File: config.mk
export PLATFORM = sky130hd
export DESIGN_NAME = formatted_number_to_ascii
export DESIGN_NICKNAME = d
export VERILOG_FILES = /design/src/rtl/fna_pkg.sv /design/src/rtl/fna_digit_unit.sv /design/src/rtl/formatted_number_to_ascii.sv
export SDC_FILE = /design/constraint.sdc
export NUM_CORES = 2
export LEC_CHECK = 0
export ABC_AREA = 1
export BUFFER_PORTS_ARGS = -buffer_cell sky130_fd_sc_hd__buf_2
export CORE_UTILIZATION = 30
export DETAILED_ROUTE_END_ITERATION = 10
export PLACE_DENSITY = 0.56
export RECOVER_POWER = 25
export SYNTH_ARGS = -nofsm -noshare
export SYNTH_HDL_FRONTEND = slang
export SYNTH_SLANG_ARGS = --single-unit
File: constraint.sdc
create_clock -name i_clk -period 7.3 [get_ports i_clk]
set_input_delay 0.73 -clock i_clk [delete_from_list [all_inputs] [get_ports i_clk]]
set_output_delay 0.73 -clock i_clk [all_outputs]
set_load 0.1 [all_outputs]
File: src/rtl/fna_pkg.sv
package fna_pkg;

    // Radix selection for the shared digit unit.
    typedef logic [1:0] t_radix;
    localparam t_radix RADIX_BIN = 2'd0;
    localparam t_radix RADIX_HEX = 2'd1;
    localparam t_radix RADIX_DEC = 2'd2;

    // Reciprocal of ten, scaled by 2^35, for the 32-bit divide by ten.
    localparam logic [31:0] RECIP10     = 32'hCCCC_CCCD;
    localparam int          RECIP_SHIFT = 35;

    // Conversion letters.
    localparam logic [7:0] CH_LOW_B = 8'h62;  // b
    localparam logic [7:0] CH_LOW_W = 8'h77;  // w
    localparam logic [7:0] CH_UP_P  = 8'h50;  // P
    localparam logic [7:0] CH_LOW_X = 8'h78;  // x
    localparam logic [7:0] CH_UP_X  = 8'h58;  // X
    localparam logic [7:0] CH_LOW_L = 8'h6C;  // l
    localparam logic [7:0] CH_UP_L  = 8'h4C;  // L
    localparam logic [7:0] CH_LOW_D = 8'h64;  // d
    localparam logic [7:0] CH_LOW_U = 8'h75;  // u

    // Characters produced besides digits.
    localparam logic [7:0] CH_ZERO  = 8'h30;  // 0
    localparam logic [7:0] CH_MINUS = 8'h2D;  // -

    // Minimum widths of the padded conversions.
    localparam logic [3:0] MINW_BIN = 4'd2;
    localparam logic [3:0] MINW_W   = 4'd4;
    localparam logic [3:0] MINW_P   = 4'd8;
    localparam logic [3:0] MINW_0   = 4'd0;

    // Lower-case ASCII for one digit value.
    function automatic logic [7:0] digit_char(input logic [3:0] d);
        logic [7:0] c;
        if (d < 4'd10) begin
            c = 8'h30 + {4'h0, d};
        end else begin
            c = 8'h57 + {4'h0, d};
        end
        return c;
    endfunction

endpackage

File: src/rtl/fna_digit_unit.sv
module fna_digit_unit (
    input  logic              i_clk,
    input  logic [63:0]       i_val,
    input  fna_pkg::t_radix   i_radix,
    output logic [3:0]        o_digit,
    output logic [63:0]       o_quot
);
    import fna_pkg::*;

    logic [63:0] r_prod;
    logic [28:0] w_q10;
    logic [31:0] w_q10x;

    // Registered product with the reciprocal of ten; valid in the cycle after the value settles.
    always_ff @(posedge i_clk) begin
        r_prod <= 64'(i_val[31:0]) * 64'(RECIP10);
    end

    // Quotient of the low word by ten, and that quotient times ten.
    assign w_q10  = r_prod[63:RECIP_SHIFT];
    assign w_q10x = {w_q10[28:0], 3'b000} + {2'b00, w_q10[28:0], 1'b0};

    // One digit off the low end of the value, and the value without it.
    always_comb begin
        unique case (i_radix)
            RADIX_BIN: begin
                o_digit = {3'b000, i_val[0]};
                o_quot  = {1'b0, i_val[63:1]};
            end
            RADIX_HEX: begin
                o_digit = i_val[3:0];
                o_quot  = {4'h0, i_val[63:4]};
            end
            RADIX_DEC: begin
                o_digit = 4'(i_val[3:0] - w_q10x[3:0]);
                o_quot  = {35'b0, w_q10};
            end
            default: begin
                o_digit = 4'h0;
                o_quot  = 64'h0;
            end
        endcase
    end

endmodule

File: src/rtl/formatted_number_to_ascii.sv
// Channel   Direction  Handshake                  Payload
// input     in         i_in_valid / o_in_ready    i_mode, i_char_code, i_arg_value
// output    out        o_out_valid / i_out_ready  o_out_char, o_last
//
// One item is handled at a time; o_in_ready is high only while the block is idle.
// A literal or unknown letter is sent as a single character. A conversion first pulls
// its digits onto a stack (d and u wait for the divide-by-ten multiply for each digit),
// then sends the output characters.
// Reset is synchronous and active low; it clears the sequencer and the output valid.
// A stall on the output holds the current character and pauses emission of the next one.
module formatted_number_to_ascii (
    input  logic        i_clk,
    input  logic        i_rst_n,
    input  logic        i_in_valid,
    output logic        o_in_ready,
    input  logic        i_mode,
    input  logic [7:0]  i_char_code,
    input  logic [63:0] i_arg_value,
    output logic        o_out_valid,
    input  logic        i_out_ready,
    output logic [7:0]  o_out_char,
    output logic        o_last
);
    import fna_pkg::*;

    localparam logic [2:0] S_IDLE = 3'd0;
    localparam logic [2:0] S_DIV  = 3'd1;
    localparam logic [2:0] S_DEC1 = 3'd2;
    localparam logic [2:0] S_DEC2 = 3'd3;
    localparam logic [2:0] S_EMIT = 3'd4;
    localparam logic [2:0] S_LIT  = 3'd5;

    logic [2:0]        r_state, n_state;
    logic              r_ov, n_ov;
    logic [7:0]        r_oc, n_oc;
    logic              r_ol, n_ol;
    logic [7:0]        r_char, n_char;
    logic [63:0]       r_val, n_val;
    t_radix            r_radix, n_radix;
    logic [3:0]        r_minw, n_minw;
    logic              r_neg, n_neg;
    logic [5:0]        r_cnt, n_cnt;
    logic [2:0]        r_pad, n_pad;
    logic [31:0][3:0]  r_stack, n_stack;

    logic [3:0]        w_digit;
    logic [63:0]       w_quot;
    logic              w_out_free;

    fna_digit_unit u_digit (
        .i_clk   (i_clk),
        .i_val   (r_val),
        .i_radix (r_radix),
        .o_digit (w_digit),
        .o_quot  (w_quot)
    );

    assign w_out_free  = !r_ov || i_out_ready;
    assign o_in_ready  = (r_state == S_IDLE);
    assign o_out_valid = r_ov;
    assign o_out_char  = r_oc;
    assign o_last      = r_ol;

    // Sequencer: decode, digit extraction onto a stack, then emission; literals go straight to emission.
    always_comb begin
        n_state = r_state;
        n_ov    = r_ov && !i_out_ready;
        n_oc    = r_oc;
        n_ol    = r_ol;
        n_char  = r_char;
        n_val   = r_val;
        n_radix = r_radix;
        n_minw  = r_minw;
        n_neg   = r_neg;
        n_cnt   = r_cnt;
        n_pad   = r_pad;
        n_stack = r_stack;

        unique case (r_state)
            S_IDLE: begin
                if (i_in_valid) begin
                    n_char = i_char_code;
                    n_val  = {32'h0, i_arg_value[31:0]};
                    n_cnt  = 6'd0;
                    n_neg  = 1'b0;
                    n_minw = MINW_0;
                    n_radix = RADIX_HEX;
                    n_state = S_DIV;
                    if (!i_mode) begin
                        n_state = S_LIT;
                    end else begin
                        unique case (i_char_code)
                            CH_LOW_B: begin
                                n_radix = RADIX_BIN;
                                n_minw  = MINW_BIN;
                            end
                            CH_LOW_W: n_minw = MINW_W;
                            CH_UP_P:  n_minw = MINW_P;
                            CH_LOW_X, CH_UP_X, CH_LOW_L: n_minw = MINW_0;
                            CH_UP_L:  n_val = i_arg_value;
                            CH_LOW_D: begin
                                n_radix = RADIX_DEC;
                                n_state = S_DEC1;
                                if (i_arg_value[31]) begin
                                    n_neg = 1'b1;
                                    n_val = {32'h0, 32'(-i_arg_value[31:0])};
                                end
                            end
                            CH_LOW_U: begin
                                n_radix = RADIX_DEC;
                                n_state = S_DEC1;
                            end
                            default: n_state = S_LIT;
                        endcase
                    end
                end
            end
            S_DEC1: begin
                // Wait for the reciprocal product of the current value.
                n_state = S_DEC2;
            end
            S_DIV, S_DEC2: begin
                n_stack = {r_stack[30:0], w_digit};
                n_val   = w_quot;
                n_cnt   = r_cnt + 6'd1;
                if (w_quot == 64'h0) begin
                    n_state = S_EMIT;
                    if ({2'b00, r_minw} > n_cnt) begin
                        n_pad = 3'({2'b00, r_minw} - n_cnt);
                    end else begin
                        n_pad = 3'd0;
                    end
                end else if (r_radix == RADIX_DEC) begin
                    n_state = S_DEC1;
                end
            end
            S_EMIT: begin
                if (w_out_free) begin
                    n_ov = 1'b1;
                    priority if (r_pad != 3'd0) begin
                        n_oc  = CH_ZERO;
                        n_ol  = 1'b0;
                        n_pad = r_pad - 3'd1;
                    end else if (r_neg) begin
                        n_oc  = CH_MINUS;
                        n_ol  = 1'b0;
                        n_neg = 1'b0;
                    end else begin
                        n_oc    = digit_char(r_stack[0]);
                        n_ol    = (r_cnt == 6'd1);
                        n_stack = {4'h0, r_stack[31:1]};
                        n_cnt   = r_cnt - 6'd1;
                        if (r_cnt == 6'd1) begin
                            n_state = S_IDLE;
                        end
                    end
                end
            end
            S_LIT: begin
                // Literal characters and unknown letters go out as they are.
                if (w_out_free) begin
                    n_ov    = 1'b1;
                    n_oc    = r_char;
                    n_ol    = 1'b1;
                    n_state = S_IDLE;
                end
            end
            default: n_state = S_IDLE;
        endcase
    end

    // Control registers.
    always_ff @(posedge i_clk) begin
        if (!i_rst_n) begin
            r_state <= S_IDLE;
            r_ov    <= 1'b0;
        end else begin
            r_state <= n_state;
            r_ov    <= n_ov;
        end
    end

    // Payload and working registers.
    always_ff @(posedge i_clk) begin
        r_oc    <= n_oc;
        r_ol    <= n_ol;
        r_char  <= n_char;
        r_val   <= n_val;
        r_radix <= n_radix;
        r_minw  <= n_minw;
        r_neg   <= n_neg;
        r_cnt   <= n_cnt;
        r_pad   <= n_pad;
        r_stack <= n_stack;
    end

endmodule

## After elaboration in Yosys (flattened, before gate mapping)

Index checks and enable logic that the tools add are counted.

| word-level totals | value |
|---|---|
| flip-flop bits (word level) | 293 |
| input bits | 77 |
| logic and storage cells | 161 |

| cells by class | value |
|---|---|
| eq/ne operators | 26 |
| reductions and logical operators | 25 |
| mux-type cells | 54 |
| $mul | 1 |
| add/subtract/negate cells | 9 |
| order comparisons | 2 |

Operator list:

| kind | number |
|---|---|
| two-way mux 128 bit | 3 |
| case mux 128 bit (2 select lines) | 1 |
| case mux 64 bit (2 select lines) | 2 |
| case mux 63 bit (3 select lines) | 1 |
| two-way mux 64 bit | 2 |
| == test 8 x 7 -> 1 bit, second input constant | 9 |
| logical NOT 64 bit | 1 |
| multiplier 32 x 32 -> 64 bit, second input constant | 1 |
| two-way mux 8 bit | 5 |
| two-way mux 3 bit | 13 |
| two-way mux 32 bit | 1 |
| negation 32 bit | 1 |
| two-way mux 6 bit | 4 |
| case mux 4 bit (3 select lines) | 2 |
| case mux 6 bit (3 select lines) | 1 |
| inequality test 2 bit, second input constant | 8 |
| case mux 8 bit (2 select lines) | 1 |
| case mux 3 bit (5 select lines) | 1 |
| two-way mux 1 bit | 12 |
| case mux 3 bit (2 select lines) | 2 |
| AND reduction 4 bit | 3 |
| adder 7 x 4 -> 8 bit, first input constant | 1 |
| nonzero test 2 bit | 4 |
| adder 6 x 4 -> 7 bit, first input constant | 1 |
| other kinds (29) | 37 |

## Depth between registers and ports, before layout

| depth | value |
|---|---|
| word-level depth | 6 |
| gate-level depth with buffers | 31 |
| gate-level depth less buffers | 30 |

## Cells and area by module

A second synthesis with hierarchy kept.

| second synthesis, totals | value |
|---|---|
| cells, all modules | 3942 |
| area, all modules | 32333.5 um^2 |

Modules (own cells, without submodules):

| module | times used | area each (um^2) | cells each | seq. area each (um^2) |
|---|---|---|---|---|
| fna_digit_unit | 1 | 20728.6 | 2631 | 580.6 |
| formatted_number_to_ascii | 1 | 11604.9 | 1311 | 6806.5 |

## Worst setup path after synthesis

No wires, ideal clock.

| timing | value |
|---|---|
| path type | register -> register |
| from | register r_state[1] |
| to | register r_val[0], enable pin |
| period minus slack after synthesis | 7.156 ns |
| arrival time | 6.581 ns |
| stages on the path, launching flop included | 6 |
| buffers on the path | 0 |
| path slack | 0.144 ns |
| cell sequence | dfxtp_1 nor2_1 inv_1 nor2_1 inv_1 o21ai_0 |

| between the ends | value |
|---|---|
| elaborated cells on any way between the ends | 7 |

RTL lines:

| item | line | text |
|---|---|---|
| start: declaration | formatted_number_to_ascii.sv:33 | `logic [2:0] r_state, n_state;` |
| start signal: assignment | formatted_number_to_ascii.sv:178 | `r_state <= n_state;` |
| logical NOT 3 bit (*) | -- |  |
| net o_in_ready | formatted_number_to_ascii.sv:15 | `output logic o_in_ready,` |
| inequality test 2 bit (no source line) / nonzero test 2 bit (equally long branches) | -- |  |
| AND reduction 2 bit (no source line) (*) | -- |  |
| end signal: assignment | formatted_number_to_ascii.sv:188 | `r_val <= n_val;` |
| end: declaration | formatted_number_to_ascii.sv:38 | `logic [63:0] r_val, n_val;` |

The timed path passes the listed nets; every way through them passes the cells marked *.
A chain may end at the register's enable or synchronous reset.

## Final worst setup path

| timing | value |
|---|---|
| from | register r_val[2] |
| to | register u_digit.r_prod[62] |

| between the ends | value |
|---|---|
| longest elaborated chain between the ends | 1 |

Ends and longest elaborated chain:

| item | line | text |
|---|---|---|
| multiplier 32 x 32 -> 64 bit | fna_digit_unit.sv:16 | `r_prod <= 64'(i_val[31:0]) * 64'(RECIP10);` |
| end signal: assignment | fna_digit_unit.sv:16 |  |
| end: declaration | fna_digit_unit.sv:10 | `logic [63:0] r_prod;` |

Every way passes these cells.

==> metrics.cfg <==
[global_route]
met3_usage_pct=2.10
grt.met1_usage_pct=27.6
grt_use_met2_pct=31.9
grt_pass1_wl_um=155000
grt_max_degree=129
busiest_layer=met2
track_usage_pct=19.7
grt-ovfl-total=0
grt_pass1_vias=25099
antenna_found_initial=0

[synthesis]
synthArstFlopShare_pct=0
synthDistinctLibCells=53
synth.cell_area_um2=31100
synth_nets=4464
syn_area_per_cell_um2=8.54
yosysSeqAreaShare_pct=23.8
ys_seq_elements=257
synthFlopType=edfxtp_1
yosysWarnings=0
synth_edf_count=224
synthCells=3642

[floorplan]
fp.dieW_um=324
pin_count=88
start_util_pct=30.4
dieArea_um2=105000
num_rows=117
core_um2=102000
fp.dieH_um=324

[clock_network]
hold_buffers=0
cts_made_buffers=31
clock-sinks=257
clkSlewWorstSetupHoldPaths_ns=0.06
htree_levels=1
clockRootBuffer=clkbuf_16
clock_latency_ns=0.62
clockBufferDepth=3
tritoncts=built

[run]
cap_violations=4

[timing]
grt_setup_unrepaired=false
hold_viol=0
relSlewSlack_pct=-188
maxSlewViolCount=184
tns_ns=0
clock.fmax_ghz=0.142
period_minus_slack_ns=7.05
final.setup_skew_ns=0.0383
finalCritPeriodShare_pct=96.6
setup_viol=0
worst_pin_slew_ns=4.31

[setup_path]
end_kind=flop
crit_arrival_ns=7.56
critPathMaxFanout=8
path_class=flop to flop
reg2reg_depth=20
reg2reg_slack_ns=0.25
crit_path_start_kind=flop
r2r_end=u_digit.r_prod[62]$_DFF_P_
worst_r2r_startpoint=r_val[2]$_DFFE_PP_
cp.required_ns=7.81

[cells_and_area]
nFillCells=10943
nets=4601
instances_no_fill=5172
diodes=0
area_growth_pct=11.1
drive_gt1_share_pct=6.18

[route]
vias=24813
postRouteAntennaNets=0
wl_per_cell_um=19.9
drc=0
routed_wl_um=103000
drt_iter0_markers=2077
drt_first_pass_iters=6
vias_per_cell=4.80

[worst_hold_path]
hold_start=i_rst_n
whs_path_depth=3
min_to=r_state[2]$_SDFFE_PN0P_
min_path_type=input port to flop

[placed_design]
detailed_place_hpwl_um=86900
gp_congestion=0.966
portBuffers=87
placedCellCount=5105

[run_status]
violations=capacitance limit, slew limit
outcome=complete, but fails checks

[critical path, stage by stage, from the launching register on]
cell and delay (ns):
edfxtp_1 0.63, ha_1 0.62, xor2_1 0.56, xor2_1 0.33
fa_1 0.51, fa_1 0.47, fa_1 0.54, fa_1 0.43
fa_1 0.51, inv_1 0.05, fa_1 0.48, inv_1 0.04
ha_1 0.32, a21oi_1 0.19, o21ai_0 0.26, a21oi_1 0.44
o21bai_1 0.16, a21oi_1 0.23, nand2_1 0.08, nand2_1 0.05
nand2_1 0.04
[sequential cells by signal (all words and copies together) (netlist names)]
| register | cells |
|---|---|
| o_last | 1 |
| o_out_char | 8 |
| o_out_valid | 1 |
| r_char | 8 |
| r_cnt | 6 |
| r_minw | 3 |
| r_neg | 1 |
| r_pad | 3 |
| r_radix | 2 |
| r_stack | 128 |
| r_state | 3 |
| r_val | 64 |
| u_digit.r_prod | 29 |
[cell type report]
| class | count | area [µm²] | share of cell area [%] |
|---|---|---|---|
| clock inverter | 18 | 124 | 0.358 |
| inverter | 781 | 2940 | 8.50 |
| timing repair buffer | 185 | 1160 | 3.35 |
| sequential | 257 | 7390 | 21.4 |
| clock buffer | 40 | 810 | 2.34 |
| multi-input combinational | 2523 | 20400 | 59.1 |
| tap | 1368 | 1710 | 4.95 |
[stage by stage]
stage          setup WS [ns]  hold slack [ns]  utilization (%)  instance area (µm²)
5_1_grt               0.0233            0.354             33.8                34600
3_5_place_dp          0.0677            0.472             32.9                33600
3_3_place_gp          0.0116            0.469             32.9                33600
4_1_cts               0.0100            0.334             33.8                34500
6_report               0.250            0.354             33.8                34600
2_1_floorplan          0.144            0.451                -                31100
[cell usage after synthesis, types with 2 or more instances]
cell type | number | share of area, %
nand2_1 | 799 | 9.6
inv_1 | 777 | 9.4
fa_1 | 386 | 25
ha_1 | 359 | 14
nor2_1 | 263 | 3.2
edfxtp_1 | 224 | 22
nand3_1 | 170 | 2.7
o21ai_0 | 168 | 2.7
a21oi_1 | 113 | 1.8
clkbuf_1 | 56 | 0.68
xor2_1 | 53 | 1.5
dfxtp_1 | 33 | 2.1
nand4_1 | 25 | 0.50
nor3_1 | 24 | 0.39
o22ai_1 | 22 | 0.44
o21bai_1 | 21 | 0.51
a31oi_1 | 18 | 0.36
xnor2_1 | 18 | 0.51
buf_2 | 15 | 0.24
nor4_1 | 13 | 0.26
a21o_1 | 11 | 0.27
o211ai_1 | 10 | 0.24
o21a_1 | 6 | 0.14
or2_2 | 6 | 0.12
nor2_2 | 4 | 0.080
a21boi_0 | 3 | 0.072
a22oi_1 | 3 | 0.072
buf_1 | 3 | 0.036
buf_4 | 3 | 0.072
nor3b_1 | 3 | 0.072
a211oi_1 | 2 | 0.048
a31o_2 | 2 | 0.056
and3_1 | 2 | 0.040
buf_6 | 2 | 0.072
buf_8 | 2 | 0.097
inv_2 | 2 | 0.024
inv_4 | 2 | 0.040
nand3b_1 | 2 | 0.048
o221ai_1 | 2 | 0.056
o31ai_1 | 2 | 0.048
[metal layers]
| metal | vias to the layer above | share of wire [%] |
|---|---|---|
| met3 | 131 | 5.6 |
| li1 | 11745 | - |
| met2 | 774 | 46 |
| met4 | 0 | 3.0 |
| met5 | - | 0 |
| met1 | 12163 | 45 |
[timing repair]
action,in CTS,in global routing
buffers inserted,0,9
resized for setup,0,6
setup endpoints to repair,0,10
[cells by family (layout without fill, tap and decap cells)]
group / Yosys count / after routing / synth area share, %
AND/OR/NAND/NOR: 1316 / 1316 / 17.2
buffers and inverters: 862 / 1024 / 10.6
adder cells (fa/ha/maj): 745 / 745 / 39.3
AO/OA/AOI/OAI: 391 / 391 / 7.06
flip-flops: 257 / 257 / 23.8
XOR/XNOR: 71 / 71 / 2.00
[how the worst max path moves through the flow]
| stage | slack, ns | startpoint | cells after the start | to |
|---|---|---|---|---|
| floorplan | 0.14 | r_state[1]$_SDFFE_PN0P_ | 5 | r_val[0]$_DFFE_PP_ |
| global placement | 0.01 | r_val[20]$_DFFE_PP_ | 26 | u_digit.r_prod[56]$_DFF_P_ |
| detailed placement | 0.07 | r_val[20]$_DFFE_PP_ | 26 | u_digit.r_prod[56]$_DFF_P_ |
| CTS | 0.01 | r_val[20]$_DFFE_PP_ | 26 | u_digit.r_prod[56]$_DFF_P_ |
| global route | 0.02 | r_val[1]$_DFFE_PP_ | 21 | u_digit.r_prod[61]$_DFF_P_ |
| finish | 0.25 | r_val[2]$_DFFE_PP_ | 20 | u_digit.r_prod[62]$_DFF_P_ |
[layout by cell type, fill, tap and decap left out, types with 10 or more instances in the layout]
cell / count
fa_1: 386
nand3_1: 169
clkbuf_1: 32
nor4_1: 13
ha_1: 355
xnor2_1: 18
o21ai_0: 168
a31oi_1: 18
o22ai_1: 22
clkbuf_16: 31
o211ai_1: 10
buf_4: 92
buf_2: 68
dfxtp_1: 33
inv_1: 776
nor3_1: 23
o21bai_1: 21
a21oi_1: 113
a21o_1: 11
xor2_1: 53
nand2_1: 799
edfxtp_1: 224
nor2_1: 261
nand4_1: 25
Power is left out: the tool's default activity adds up to more than one toggle a clock period on the data nets, which glitch-free logic cannot reach.
